`config.mk`:
```
export PLATFORM = sky130hd
export DESIGN_NAME = keypad_decode_debounce_repeat_unit
export DESIGN_NICKNAME = d
export VERILOG_FILES = /design/src/design/kdr_pkg.sv /design/src/design/keypad_decode_debounce_repeat_unit.sv /design/src/design/kdr_decode.sv /design/src/design/kdr_track.sv
export SDC_FILE = /design/constraint.sdc
export NUM_CORES = 1
export LEC_CHECK = 0
export BUFFER_PORTS_ARGS = -buffer_cell sky130_fd_sc_hd__buf_2
export CAP_MARGIN = 10
export CORE_ASPECT_RATIO = 0.7
export CORE_MARGIN = 8
export CORE_UTILIZATION = 60
export DETAILED_ROUTE_END_ITERATION = 6
export PLACE_DENSITY_LB_ADDON = 0.08
export SLEW_MARGIN = 20
export SYNTH_ARGS = -nofsm -noshare
export SYNTH_HDL_FRONTEND = slang
export SYNTH_SLANG_ARGS = --single-unit
```
`constraint.sdc`:
```
create_clock -name clk -period 12.3 [get_ports clk]
set_input_delay 1.23 -clock clk [delete_from_list [all_inputs] [get_ports clk]]
set_output_delay 1.23 -clock clk [all_outputs]
set_load 0.03 [all_outputs]
```
`src/design/kdr_pkg.sv`:
```
// Keypad decode/debounce package: shared types, register map, key product table.
// No dependencies; imported by all keypad_decode_debounce_repeat modules.
`timescale 1ns / 1ps
package kdr_pkg;

    localparam int KEY_COUNT = 16;
    localparam int KEY_W     = 5;
    localparam int CNT_W     = 8;
    localparam int LINE_W    = 4;
    localparam int PROD_W    = 8;
    localparam int ADDR_W    = 4;
    localparam int DATA_W    = 32;

    // register indexes (paddr[3:2])
    localparam logic [1:0] REG_CONFIRM = 2'd0;
    localparam logic [1:0] REG_REPEAT  = 2'd1;
    localparam logic [1:0] REG_RELEASE = 2'd2;

    localparam logic [CNT_W-1:0] CONFIRM_RST = 8'd3;
    localparam logic [CNT_W-1:0] REPEAT_RST  = 8'd48;
    localparam logic [CNT_W-1:0] RELEASE_RST = 8'd2;

    typedef struct packed {
        logic [CNT_W-1:0] confirm_count;
        logic [CNT_W-1:0] repeat_threshold;
        logic [CNT_W-1:0] release_limit;
    } cfg_t;

    typedef logic [PROD_W-1:0] prod_t;

    // (col+1)*row signature of each key, key number = index + 1
    function automatic prod_t key_product(input logic [KEY_W-2:0] idx);
        prod_t p;
        case (idx)
            4'd0:    p = 8'd88;
            4'd1:    p = 8'd44;
            4'd2:    p = 8'd80;
            4'd3:    p = 8'd22;
            4'd4:    p = 8'd40;
            4'd5:    p = 8'd72;
            4'd6:    p = 8'd36;
            4'd7:    p = 8'd10;
            4'd8:    p = 8'd104;
            4'd9:    p = 8'd52;
            4'd10:   p = 8'd26;
            4'd11:   p = 8'd20;
            4'd12:   p = 8'd18;
            4'd13:   p = 8'd13;
            4'd14:   p = 8'd9;
            4'd15:   p = 8'd11;
            default: p = 8'd0;
        endcase
        return p;
    endfunction

endpackage

```
`src/design/keypad_decode_debounce_repeat_unit.sv`:
```
// Top level: APB register file, scan input register, decoder, tracker, result register.
// Depends on kdr_pkg, kdr_decode, kdr_track.
// Path from input beat to result beat: input register, then result register.
// Throughput: one beat per cycle while out_ready is high; the result register frees
//   the input side so a new scan is taken while a finished result waits.
// Reset: rst_n asynchronous active low; registers return to 3/48/2, counters and
//   tracked key to zero, both stages empty.
`timescale 1ns / 1ps
module keypad_decode_debounce_repeat_unit
    import kdr_pkg::*;
(
    input  logic              clk,
    input  logic              rst_n,
    input  logic              psel,
    input  logic              penable,
    input  logic              pwrite,
    input  logic [ADDR_W-1:0] paddr,
    input  logic [DATA_W-1:0] pwdata,
    output logic [DATA_W-1:0] prdata,
    output logic              pready,
    input  logic              in_valid,
    output logic              in_ready,
    input  logic [LINE_W-1:0] row_lines,
    input  logic [LINE_W-1:0] col_lines,
    output logic              out_valid,
    input  logic              out_ready,
    output logic [KEY_W-1:0]  key_code
);

    cfg_t              cfg_reg;
    logic [1:0]        reg_idx;
    logic              cfg_wr;

    logic              s1_valid_reg;
    logic [LINE_W-1:0] row_reg;
    logic [LINE_W-1:0] col_reg;
    logic              out_valid_reg;
    logic [KEY_W-1:0]  key_code_reg;

    logic              advance;
    logic [KEY_W-1:0]  key;
    logic [KEY_W-1:0]  report;

    // ---- configuration port ----
    assign pready  = 1'b1;
    assign reg_idx = paddr[ADDR_W-1:2];
    assign cfg_wr  = psel && penable && pwrite && pready;

    always_ff @(posedge clk or negedge rst_n)
    begin
        if (!rst_n)
        begin
            cfg_reg.confirm_count    <= CONFIRM_RST;
            cfg_reg.repeat_threshold <= REPEAT_RST;
            cfg_reg.release_limit    <= RELEASE_RST;
        end
        else if (cfg_wr)
        begin
            case (reg_idx)
                REG_CONFIRM: cfg_reg.confirm_count    <= pwdata[CNT_W-1:0];
                REG_REPEAT:  cfg_reg.repeat_threshold <= pwdata[CNT_W-1:0];
                REG_RELEASE: cfg_reg.release_limit    <= pwdata[CNT_W-1:0];
                default:     ;
            endcase
        end
    end

    always_comb
    begin
        case (reg_idx)
            REG_CONFIRM: prdata = DATA_W'(cfg_reg.confirm_count);
            REG_REPEAT:  prdata = DATA_W'(cfg_reg.repeat_threshold);
            REG_RELEASE: prdata = DATA_W'(cfg_reg.release_limit);
            default:     prdata = '0;
        endcase
    end

    // ---- pipeline control ----
    assign advance  = s1_valid_reg && (!out_valid_reg || out_ready);
    assign in_ready = !s1_valid_reg || advance;

    always_ff @(posedge clk or negedge rst_n)
    begin
        if (!rst_n)
        begin
            s1_valid_reg  <= 1'b0;
            out_valid_reg <= 1'b0;
        end
        else
        begin
            if (in_ready)
                s1_valid_reg <= in_valid;
            if (advance)
                out_valid_reg <= 1'b1;
            else if (out_ready)
                out_valid_reg <= 1'b0;
        end
    end

    always_ff @(posedge clk)
    begin
        if (in_valid && in_ready)
        begin
            row_reg <= row_lines;
            col_reg <= col_lines;
        end
        if (advance)
            key_code_reg <= report;
    end

    kdr_decode u_decode (
        .row_lines (row_reg),
        .col_lines (col_reg),
        .key       (key)
    );

    kdr_track u_track (
        .clk     (clk),
        .rst_n   (rst_n),
        .cfg     (cfg_reg),
        .advance (advance),
        .key     (key),
        .report  (report)
    );

    assign out_valid = out_valid_reg;
    assign key_code  = key_code_reg;

endmodule

```
`src/design/kdr_decode.sv`:
```
// Scan decoder: row/column sample to key number 0..16.
// Depends on kdr_pkg (product table).
`timescale 1ns / 1ps
module kdr_decode
    import kdr_pkg::*;
(
    input  logic [LINE_W-1:0] row_lines,
    input  logic [LINE_W-1:0] col_lines,
    output logic [KEY_W-1:0]  key
);

    logic [LINE_W-1:0] col_eff;
    logic [LINE_W:0]   col_inc;
    prod_t             prod;

    assign col_eff = (row_lines == '0) ? '0 : col_lines;
    assign col_inc = {1'b0, col_eff} + (LINE_W+1)'(1);
    // max 16*15 = 240, fits the product width
    assign prod    = PROD_W'(col_inc) * PROD_W'(row_lines);

    // highest index first so the lowest matching entry wins
    always_comb
    begin
        key = '0;
        for (int k = KEY_COUNT - 1; k >= 0; k--)
        begin
            if (prod == key_product((KEY_W-1)'(k)))
            begin
                key = KEY_W'(k + 1);
            end
        end
    end

endmodule

```
`src/design/kdr_track.sv`:
```
// Debounce and auto-repeat tracker: press/release counters and report logic.
// Depends on kdr_pkg (cfg_t, widths).
`timescale 1ns / 1ps
module kdr_track
    import kdr_pkg::*;
(
    input  logic             clk,
    input  logic             rst_n,
    input  cfg_t             cfg,
    input  logic             advance,
    input  logic [KEY_W-1:0] key,
    output logic [KEY_W-1:0] report
);

    logic [KEY_W-1:0] last_key_reg,      last_key_next;
    logic [CNT_W-1:0] press_count_reg,   press_count_next;
    logic [CNT_W-1:0] release_count_reg, release_count_next;
    logic [CNT_W-1:0] press_inc;

    assign press_inc = press_count_reg + CNT_W'(1);

    always_comb
    begin
        last_key_next      = last_key_reg;
        press_count_next   = press_count_reg;
        release_count_next = release_count_reg;
        report             = '0;
        if (key == '0)
        begin
            if (press_count_reg != '0)
            begin
                if (release_count_reg < cfg.release_limit)
                    release_count_next = release_count_reg + CNT_W'(1);
                else
                    press_count_next = '0;
            end
        end
        else if (key != last_key_reg)
        begin
            last_key_next      = key;
            press_count_next   = '0;
            release_count_next = '0;
        end
        else
        begin
            release_count_next = '0;
            press_count_next   = press_inc;
            if (press_inc == cfg.confirm_count)
            begin
                report = key;
            end
            else if (press_inc >= cfg.repeat_threshold)
            begin
                // clamp so the repeat keeps firing every tick
                press_count_next = cfg.repeat_threshold - CNT_W'(1);
                report           = key;
            end
        end
    end

    always_ff @(posedge clk or negedge rst_n)
    begin
        if (!rst_n)
        begin
            last_key_reg      <= '0;
            press_count_reg   <= '0;
            release_count_reg <= '0;
        end
        else if (advance)
        begin
            last_key_reg      <= last_key_next;
            press_count_reg   <= press_count_next;
            release_count_reg <= release_count_next;
        end
    end

    // a report always names the key being held
    a_report_is_held: assert property (@(posedge clk) disable iff (!rst_n)
        advance && report != '0 |=> last_key_reg == $past(key))
        else $error("reported key differs from tracked key");

    // empty scans never change the tracked key
    a_empty_keeps_key: assert property (@(posedge clk) disable iff (!rst_n)
        advance && key == '0 |=> $stable(last_key_reg))
        else $error("empty scan changed tracked key");

    // a new key restarts both counters and reports nothing
    a_new_key_restart: assert property (@(posedge clk) disable iff (!rst_n)
        advance && key != '0 && key != last_key_reg
        |-> report == '0 ##1 press_count_reg == '0 && release_count_reg == '0)
        else $error("new key did not restart counters");

endmodule

```
==> results.ini, run 1 <==
[cells_and_area]
area_delta_synth_final_pct=7.89
design_area_sq_um=4930
largest_reg_flops=24
nNetsFinal=625
drive_gt1_share_pct=17.5
diodes=0

[timing]
rsz0062_at_grt=false
setup_tns_ns=0
setup_viol=0
post-route-min-period_ns=6.32
final_hold_viol_count=0
post-route-period-util_pct=51.4
fmax_mhz=158
worst_pin_slew_ns=0.981
finClkSkew_ns=0.0127
slew_headroom_pct=34.1
slew_viol_final=0

[floorplan]
ioPinCount=91
core-area_sq_um=7350
num_rows=26
fp.dieW_microns=120
die_h_microns=89.0
start_util_pct=62.1
die_area_sq_um=10700

[critical_path]
critical_path_arrival_ns=6.55
reg2regPathDepth=17
worstSetupEndpointType=flop
cp.required_ns=12.52
startpoint_type=flop
reg2reg_setup_slack_ns=5.98
setup.worst_path.end=u_track.last_key_reg[4]
rr_endpoint=u_track.last_key_reg[4]
crit_type=reg2reg
r2r-start=row_reg[0]
worstPathMaxFanout=11
cp-startpoint=row_reg[0]

[clock_tree]
cts_buffers=9
clk_pin_slew_ns=0.07
clock_sinks=60
cts_hold_buf=0
clock_latency_ns=0.34
cts_setup_buffers=0
cts_tree=done
cts_resized=0
htreeDepth=3
cts_root_buf=clkbuf_8
clock_path_buffers=2

[place]
dpl.hpwl_microns=7620
place_area_sq_um=4750
io_buffers=39
gp_congestion=0.863

[global_route]
grtUsageTotal_pct=18.6
grt.overflow.total=0
antenna_found_initial=0
grt_max_degree=48
grt_pass1_vias=3322
grt_pass1_wl_microns=16000

[routing]
drt-wirelength-per-cell_microns=15.2
via_per_inst=5.50
wl_microns=9710
drc_errors=0
ant_nets=0
dr.pass1.iters=5
vias=3517
drt_iter0_drc=271

[yosys]
seq_area_frac_synth_pct=34.4
synth_flop_cell=dfrtp_1
synth_cell_types=63
yosysWarnings=0
syn_area_per_cell_sq_um=9.21
synth_edf_count=13
synthesis.area_sq_um=4570
postSynthCellCount=496
ys_ff_latch=60
synthArstFlopShare_pct=78.3

[run]
maxCapViolCount=0

[worst_hold_path]
worstHoldPathType=reg2reg
min_from=s1_valid_reg

[status]
status=finished clean

[pwr]
ir_drop_mv=0.0852
p_leak_nw=2.32
powerDensity_nw_per_um2=160

-- worst min-delay path by stage --
stage	end	slack [ns]	cells past startpoint
2_1_floorplan	out_valid	0.46	1
4_1_cts	out_valid	0.52	1
5_1_grt	cfg_reg[2]	0.55	1
3_5_place_dp	out_valid	0.49	1
3_3_place_gp	out_valid	0.49	1
6_report	out_valid	0.52	1
-- placed cells by master (no fill, tap or decap), types with 5 or more instances in the layout --
master     n
nor2b_1   10
mux2i_1   15
and3_1     5
ha_1      31
edfxtp_1  13
o21ai_0   35
inv_1     42
nand3_1   19
nor3_1    11
conb_1    25
clkbuf_8   9
xnor2_1   22
nand2_1   49
mux2_2    19
nand4_1   10
xor2_1    15
a21oi_1   11
fa_1       6
dfrtp_1   42
buf_2     39
dfstp_2    5
nor2_1    29
and2_1     8
nand2b_1   9
-- routing by layer --
layer | vias to the layer above | global-route usage [%] | routed length, microns
met4 | 0 | 4.29 | 46
met1 | 1627 | 28.1 | 5010
met3 | 5 | 4.79 | 843
li1 | 1743 | - | -
met5 | - | 0 | 0
met2 | 142 | 25.5 | 3810
-- power breakdown --
| part | switching (mW) | total [mW] | leakage, nW | internal [mW] |
|---|---|---|---|---|
| registers | 0.0374 | 0.280 | 0.719 | 0.243 |
| clock network | 0.0826 | 0.157 | 0.0831 | 0.0746 |
| logic | 0.214 | 0.351 | 1.52 | 0.137 |
-- layout make-up --
cell class | instances | area (sq um)
tap | 98 | 123
timing repair buffer | 42 | 218
multi-input combinational | 382 | 2680
fill | 635 | 2420
sequential | 60 | 1570
clock buffer | 10 | 128
clock inverter | 6 | 50.0
inverter | 42 | 158
-- critical path, stage by stage, from the launching register on --
cell and delay (ns):
edfxtp_1 0.48, nor4_1 0.49, nor2b_1 0.10, ha_1 0.23, xor2_1 0.27, nand2_1 0.11, fa_1 0.47, fa_1 0.55
fa_1 0.51, nand2b_1 0.19, a21oi_2 0.26, xor2_2 0.30, mux2_2 0.38, o21ai_0 0.29, nor4_1 0.13, o21a_1 0.31
nor2_1 0.72, mux2_2 0.41
-- cells in the mapped netlist, drive strengths merged, types with 3 or more instances --
| cell type | instances | area (sq um) |
|---|---|---|
| o211ai | 3 | 22.5 |
| ha | 31 | 388 |
| nand4 | 10 | 62.6 |
| and3 | 8 | 53.8 |
| mux2 | 19 | 214 |
| nor3 | 12 | 65.1 |
| a21oi | 13 | 80.1 |
| edfxtp | 13 | 390 |
| inv | 42 | 158 |
| fa | 6 | 120 |
| nand2 | 50 | 195 |
| dfrtp | 42 | 1050 |
| clkbuf | 3 | 11.3 |
| nor2 | 30 | 115 |
| o21ai | 36 | 184 |
| mux2i | 15 | 150 |
| nand2b | 9 | 56.3 |
| buf | 32 | 233 |
| dfstp | 5 | 131 |
| xnor2 | 22 | 193 |
| o21a | 4 | 30.0 |
| xor2 | 16 | 148 |
| nor2b | 10 | 62.6 |
| and2 | 8 | 50.1 |
| nor4 | 4 | 25.0 |
| nand3 | 19 | 95.1 |
-- logic make-up after synthesis --
family                     Yosys count  synth area share (%)
and+or+nand+nor                    175                  19.7
buffers and inverters               77                  8.79
AOI/OAI and AO/OA                   73                  10.4
DFF                                 60                  34.4
xor gates and xnor gates            38                  7.45
adders and majority gates           37                  11.1
muxes                               34                  7.97
other                                2                 0.164
-- stage by stage --
stage               total power [mW]  worst slack, ns  util [%]  std cells  hold slack [ns]
finish                         0.788             5.98      67.0        640            0.520
global route                   0.845             5.50      67.0        640            0.549
CTS                            0.789             6.03      67.0        640            0.515
detailed placement             0.629             6.05      64.6        624            0.491
global placement               0.619             6.09      64.6        624            0.489
floorplan                      0.558             6.97         -        519            0.457
Power figures use the tool's default switching activity.
==> run 2, diff against run 1 <==
- CORE_UTILIZATION: 60 -> 51
- clock period: 12.3 -> 5.2 ns (I/O delays scaled with it)
==> results.ini, run 2 (synthesized netlist as in run 1, its figures left out) <==
[critical_path]
slowest_delay_ns=0.57
crit_type=reg2reg
slowest_stage=fa_1
worstSetupEndpointType=flop
rr_endpoint=key_code[3]
crit_chain=nor4_4 -> nor2b_1 -> ha_2 -> xor2_4 -> nand2_1 -> fa_1 -> fa_1 -> fa_2 -> or4_1 -> or4_1 -> a21o_1 -> o211ai_1 -> or4b_1 -> o311ai_1 -> and4b_2 -> buf_6 -> and3_1
cp.depth=17
worstPathMaxFanout=4
cp.required_ns=5.27
cp_top_family=simple AND/OR/NAND/NOR gates
reg2regPathDepth=17
critical_path_arrival_ns=5.29
reg2reg_setup_slack_ns=-0.02
startpoint_type=flop
path_buf_inv=1
r2r-start=row_reg[2]

[routing]
wl_microns=10900
dr.pass1.iters=4
drc_errors=0
via_per_inst=5.17
drt_iter0_drc=219
drt-wirelength-per-cell_microns=15.3
wl_met1_microns=5660
wl_met2_microns=4500
vias=3689
ant_nets=0
dr_wl_met3_microns=708
highest_layer=met4

[clock_tree]
clk_pin_slew_ns=0.05
cts_buffers=9
clock_path_buffers=2
clock_sinks=60
cts_root_buf=clkbuf_16
cts_tree=done
cts_hold_buf=0
clock_latency_ns=0.32
htreeDepth=3

[worst_hold_path]
worstHoldPathType=in2async

[cells_and_area]
largest_reg_flops=24
area_delta_synth_final_pct=22.8
nNetsFinal=672
design_area_sq_um=5610
fin_cells=713
drive_gt1_share_pct=27.3
layout_common_cells=nand2_1 (48), buf_4 (48), inv_1 (42), dfrtp_1 (42), buf_2 (38)
diodes=0
num-fill-cells=740

[pwr]
powerDensity_nw_per_um2=418
power_mw=2.35
p_leak_nw=2.65
ir_drop_mv=0.234

[global_route]
grt_pass1_wl_microns=17800
grt_max_degree=48
grt.overflow.total=0
grt_pass1_vias=3695
antenna_found_initial=0
grtUsageTotal_pct=18.1

[timing]
fmax_mhz=191
finClkSkew_ns=0.0101
worst_hold_slack_ns=0.206
post-route-period-util_pct=100
slew_viol_final=0
worst_pin_slew_ns=1.01
rsz0062_at_grt=true
slew_headroom_pct=32.3
final_hold_viol_count=0
fin_ws_ns=-0.0238
post-route-min-period_ns=5.22
setup_viol=1

[floorplan]
ioPinCount=91
die_h_microns=95.2
die_area_sq_um=12300
core-area_sq_um=8890
num_rows=29
start_util_pct=51.4
fp.dieW_microns=129

[run]
maxCapViolCount=0

[place]
io_buffers=39
place_area_sq_um=5050
gp_congestion=0.882
dpl.hpwl_microns=8150
dp_cells=683

[status]
status=complete, but fails checks
violations=negative setup slack

run 2: cell count changes in the layout (fill, tap and decap cells not counted), moves of 3 or more:
cell / change
a21oi_4: +3
buf_4: +45
clkbuf_16: +9
clkbuf_8: -9
nor3_1: -3
o21ai_0: -5
o21ai_1: +5
run 2: repair_timing:
action	in CTS	in global routing
resized for setup	20	17
setup buffers	11	2
pin swaps	14	8
cloned	2	0
endpoints found under the setup margin	25	26
run 2: cell type report:
type	instances	area, sq um	share of cell area [%]
multi-input combinational	383	2860	50.9
sequential	60	1570	28.0
timing repair buffer	88	573	10.2
clock buffer	10	229	4.08
inverter	42	158	2.81
tap	124	155	2.77
clock inverter	6	65.1	1.16
run 2: worst max-delay path by stage:
stage               startpoint                          to
floorplan           row_reg[2]                 key_code[3]
global placement    row_reg[1]  u_track.press_count_reg[0]
detailed placement  row_reg[1]  u_track.press_count_reg[2]
CTS                 row_reg[0]                 key_code[3]
global route        row_reg[2]                 key_code[3]
finish              row_reg[2]                 key_code[3]
run 2: routing by layer:
layer / global-route usage, % / up-vias
met5: 0 / -
met3: 4.41 / 8
met4: 4.28 / 0
li1: - / 1838
met1: 26.6 / 1729
met2: 26.0 / 114
run 2: metrics by stage:
step	utilization (%)	setup WS, ns	setup TNS (ns)
floorplan	-	0.0401	0
CTS	61.9	-0.0792	-0.345
global route	63.1	-0.217	-2.57
global placement	56.8	-0.144	-2.13
detailed placement	56.8	-0.218	-3.71
finish	63.1	-0.0238	-0.0238
run 2: power breakdown:
part	total, mW	switching, mW	internal, mW
Combinational	1.10	0.604	0.499
Clock	0.576	0.207	0.369
Sequential	0.667	0.0910	0.576
